## config.mk

```make
export PLATFORM = sky130hd
export DESIGN_NAME = sepwm_cmp
export DESIGN_NICKNAME = d
export VERILOG_FILES = /design/src/hdl/assert_macros.svh /design/src/hdl/sepwm_pkg.sv /design/src/hdl/sepwm_cmp.sv
export SDC_FILE = /design/constraint.sdc
export NUM_CORES = 1
export LEC_CHECK = 0
export BUFFER_PORTS_ARGS = -buffer_cell sky130_fd_sc_hd__buf_4
export CAP_MARGIN = 20
export CORE_AREA = 2 2 111 113
export DETAILED_ROUTE_END_ITERATION = 8
export DIE_AREA = 0 0 113 115
export PLACE_DENSITY = 0.56
export REMOVE_ABC_BUFFERS = 1
export SLEW_MARGIN = 10
export SYNTH_ARGS = -nofsm -noshare
export SYNTH_HDL_FRONTEND = slang
export SYNTH_SLANG_ARGS = --single-unit
```

## constraint.sdc

```tcl
create_clock -name vclk -period 1.8
set_clock_uncertainty 0.2 [all_clocks]
set_input_delay 0.18 -clock vclk [all_inputs]
set_output_delay 0.18 -clock vclk [all_outputs]
set_load 0.05 [all_outputs]
```

## src/hdl/assert_macros.svh

```systemverilog
// ----------------------------------------------------------------------------
// Assertion macros
// Clocked assertion helpers shared by the RTL.
// ----------------------------------------------------------------------------
`ifndef ASSERT_MACROS_SVH
`define ASSERT_MACROS_SVH

// clocked property, disabled during reset
`define ASSERT_CLK(label, prop, msg) \
  label: assert property (@(posedge clk) disable iff (!rst_n) prop) else $error(msg);

// property checked on every edge, reset included
`define ASSERT_ALWAYS(label, prop, msg) \
  label: assert property (@(posedge clk) prop) else $error(msg);

`endif

```

## src/hdl/sepwm_pkg.sv

```systemverilog
// ----------------------------------------------------------------------------
// sepwm_pkg
// Types and constants of the single-edge PWM timer.
// ----------------------------------------------------------------------------
package sepwm_pkg;

  localparam int NUM_OUTPUTS     = 6;
  localparam int COUNT_WIDTH     = 32;
  localparam int NUM_MATCH       = 7;
  localparam int DATA_WIDTH      = 32;
  localparam int PIN_WIDTH       = 6;
  localparam int MATCH_CTL_WIDTH = 3 * NUM_MATCH;
  localparam int OUTEN_SHIFT     = 9;

  typedef enum logic [1:0] {
    REQ_TICK  = 2'd0,
    REQ_WRITE = 2'd1,
    REQ_READ  = 2'd2
  } req_t;

  typedef enum logic [3:0] {
    REG_CTRL     = 4'd0,
    REG_PRESCALE = 4'd1,
    REG_MATCHCTL = 4'd2,
    REG_OUTEN    = 4'd3,
    REG_LATCH    = 4'd4,
    REG_MATCH0   = 4'd5,
    REG_MATCH1   = 4'd6,
    REG_MATCH2   = 4'd7,
    REG_MATCH3   = 4'd8,
    REG_MATCH4   = 4'd9,
    REG_MATCH5   = 4'd10,
    REG_MATCH6   = 4'd11,
    REG_COUNT    = 4'd12,
    REG_IRQ      = 4'd13
  } reg_t;

  typedef struct packed {
    logic pwm;
    logic rst;
    logic en;
  } tctl_t;

  typedef logic [NUM_MATCH-1:0][DATA_WIDTH-1:0] match_arr_t;

  typedef struct packed {
    logic [NUM_MATCH-1:0] irq_set;
    logic                 do_reset;
    logic                 do_stop;
  } hit_t;

endpackage

```

## src/hdl/sepwm_cmp.sv

```systemverilog
// ----------------------------------------------------------------------------
// sepwm_cmp
// Compares the counter with all active match values and merges the
// per-match controls into interrupt, reset and stop requests.
// ----------------------------------------------------------------------------
module sepwm_cmp
  import sepwm_pkg::*;
(
  input  logic [COUNT_WIDTH-1:0]     count,
  input  match_arr_t                 active,
  input  logic [MATCH_CTL_WIDTH-1:0] match_ctl,
  output hit_t                       hit
);

  logic [NUM_MATCH-1:0] eq;

  always_comb begin
    hit = '0;
    for (int i = 0; i < NUM_MATCH; i++) begin
      eq[i] = (DATA_WIDTH'(count) == active[i]);
      hit.irq_set[i] = eq[i] & match_ctl[3*i];
      if (eq[i] && match_ctl[3*i+1]) begin
        hit.do_reset = 1'b1;
      end
      if (eq[i] && match_ctl[3*i+2]) begin
        hit.do_stop = 1'b1;
      end
    end
  end

endmodule

```

==> impl_metrics.py <==
metrics = {
    "detailed_routing": {
        "wire_per_inst_um": 21.09,
        "drt_iter0_drc": 167,
        "drc": 17,
        "routed_wl_um": 17400,
        "via_per_inst": 4.625,
        "drt_pass1_iterations": 9,
        "final_antenna_net_count": 0,
        "dr_total_vias": 3816,
    },
    "critical_path": {
        "worstPathRequired_ns": 1.42,
        "critPathCaptureType": "primary output",
        "critPathMaxFanout": 3,
        "crit_path_max_incr_delay_ns": 0.38,
        "critPathKind": "in -> out",
        "crit_path_start_kind": "primary input",
        "cp_top_family": "simple AND/OR/NAND/NOR gates",
        "crit_buf_inv": 3,
        "path_depth": 9,
        "slowest_stage": "nor4_2",
        "arrival_ns": 1.72,
        "cp_cell_sequence": "buf_6 > xor2_2 > nor4_2 > buf_4 > nand4_1 > nor2_2 > a222oi_1 > nand4_1 > buf_6",
    },
    "die": {
        "rows": 40,
        "io_pins": 286,
        "die_w_um": 113,
        "core_area_sq_um": 11810,
        "die_h_um": 115,
        "dieArea_sq_um": 13000,
        "start_util_pct": 24.63,
    },
    "power": {
        "ir_worst_vdd_v": 0.0001229,
        "p_leak_uw": 0.003026,
        "power_frac_clock_pct": 0,
        "finalPower_uw": 1576,
        "power.net_switching_uw": 613.9,
        "sw_frac_of_total_pct": 38.95,
        "p_comb_share_pct": 100.0,
        "seqPwrFrac_pct": 0,
        "power_density_nw_per_um2": 238.7,
        "p_int_uw": 962.4,
    },
    "cells_and_area": {
        "seq_area_sq_um": 0,
        "n_antenna_cell": 0,
        "layout_commonest_cell": "buf_4",
        "layout-area-overhead-vs-synth_pct": 127.0,
        "layout-drive-gt1-share_pct": 67.26,
        "seq_cells": 0,
        "layout_common_cells": "buf_4, xor2_1, xnor2_1",
        "final_core_util_pct": 55.90,
        "clock_buffers": 0,
        "nets": 957,
    },
    "sta": {
        "period_minus_slack_ns": 2.099,
        "fin_setup_tns_ns": -1.757,
        "setup_ws_ns": -0.2995,
        "tightest_slew_ns": 0.3413,
        "final-setup-viol-count": 9,
        "hold_violations": 0,
        "max_slew_margin_pct": 77.06,
        "slew_viol_final": 0,
        "fin_crit_sh_pct": 116.6,
        "fmax_mhz": 476.3,
        "whs_ns": 0.5061,
        "rsz0062_at_grt": "true",
    },
    "global_routing": {
        "grtUsageTotal_pct": 25.01,
        "grt_pass1_wl_um": 24240,
        "antenna_found_initial": 0,
        "grt_pass1_vias": 4152,
        "grt_max_degree": 8,
        "grt.overflow.total": 0,
    },
    "job": {
        "maxCapViolCount": 0,
    },
    "synthesis": {
        "synth.area.mux_share_pct": 0,
        "ys_seq_area_share_pct": 0,
        "syn_inst": 347,
        "synth_fa_ha_area_share_pct": 0,
        "synth_compound_area_share_pct": 1.290,
        "syn_area_per_cell_sq_um": 8.383,
        "synth_cell_types": 15,
        "yosys_warnings": 0,
        "synth-simple-area-share_pct": 19.01,
        "synth_xor_area_share_pct": 67.96,
        "synth_top_family_by_area": "XOR/XNOR gates",
        "synth.cell_area_sq_um": 2909,
    },
    "placement": {
        "place_ws_ns": -0.5547,
        "io_buffers": 286,
        "post-dp-hpwl_um": 14750,
        "place_congestion": 0.9412,
    },
    "outcome": {
        "violations": "DRC, setup timing",
        "status": "complete, but fails checks",
    },
    "min_path": {
        "hp-class": "in -> out",
        "worstHoldPathCells": 3,
    },
    "clocking": {
        "holdBufCountCts": 0,
    },
}
==> cell usage after synthesis <==
master	count	area [sq um]
nor4_2	2	25.02
nor2_2	3	18.77
buf_4	5	37.54
a222oi_1	2	20.02
nand4_1	40	250.2
buf_6	27	304.0
xnor2_1	126	1104
nor4_1	30	187.7
xor2_1	96	840.8
xnor2_2	2	32.53
nand3_1	4	20.02
and3_1	4	25.02
a32oi_1	2	17.52
and2_1	3	18.77
and2_2	1	7.510
==> per-stage QoR <==
step	cell area (sq um)	cells
finish	6603	825
global route	6603	825
CTS	6307	824
detailed placement	5474	818
global placement	5474	818
floorplan	2567	315
==> what timing repair did <==
action,4_1_cts,5_1_grt
endpoints found under the hold margin,0,0
gates cloned,0,0
gates resized for setup,144,50
buffers inserted,6,2
setup endpoints to repair,9,9
pin swaps,64,43
==> cells by family after synthesis <==
group	after synthesis
compound gates	4
xor+xnor	224
buf+inv	32
simple gates	87
==> cell type report <==
cell class                 count  area, sq um
multi-input combinational    315         3201
fill                        1063         5209
timing repair buffer         363         3218
tap                          147        183.9
==> path summary, 6_finish.rpt <==
kind / start / end / slack (ns)
setup / recovery: active[197] / hit[1] / -0.30
hold / removal: match_ctl[15] / hit[7] / 0.51
==> routing by layer <==
metal / global-route usage (%) / up-vias / part of all wire (%)
li1: - / 1834 / -
met1: 29.60 / 1784 / 39
met2: 48.50 / 179 / 53
met3: 2.794 / 19 / 6.2
met4: 5.122 / 0 / 2.4
met5: 0 / - / 0
==> power by group through the flow <==
stage / Sequential [uW] / Clock [uW] / Combinational [uW]
after global placement: 0 / 0 / 1290
after CTS: 0 / 0 / 1500
after global routing: 0 / 0 / 1660
after floorplan: 0 / 0 / 428
final: 0 / 0 / 1580
after detailed placement: 0 / 0 / 1300
(Power assumes the default switching activity.)
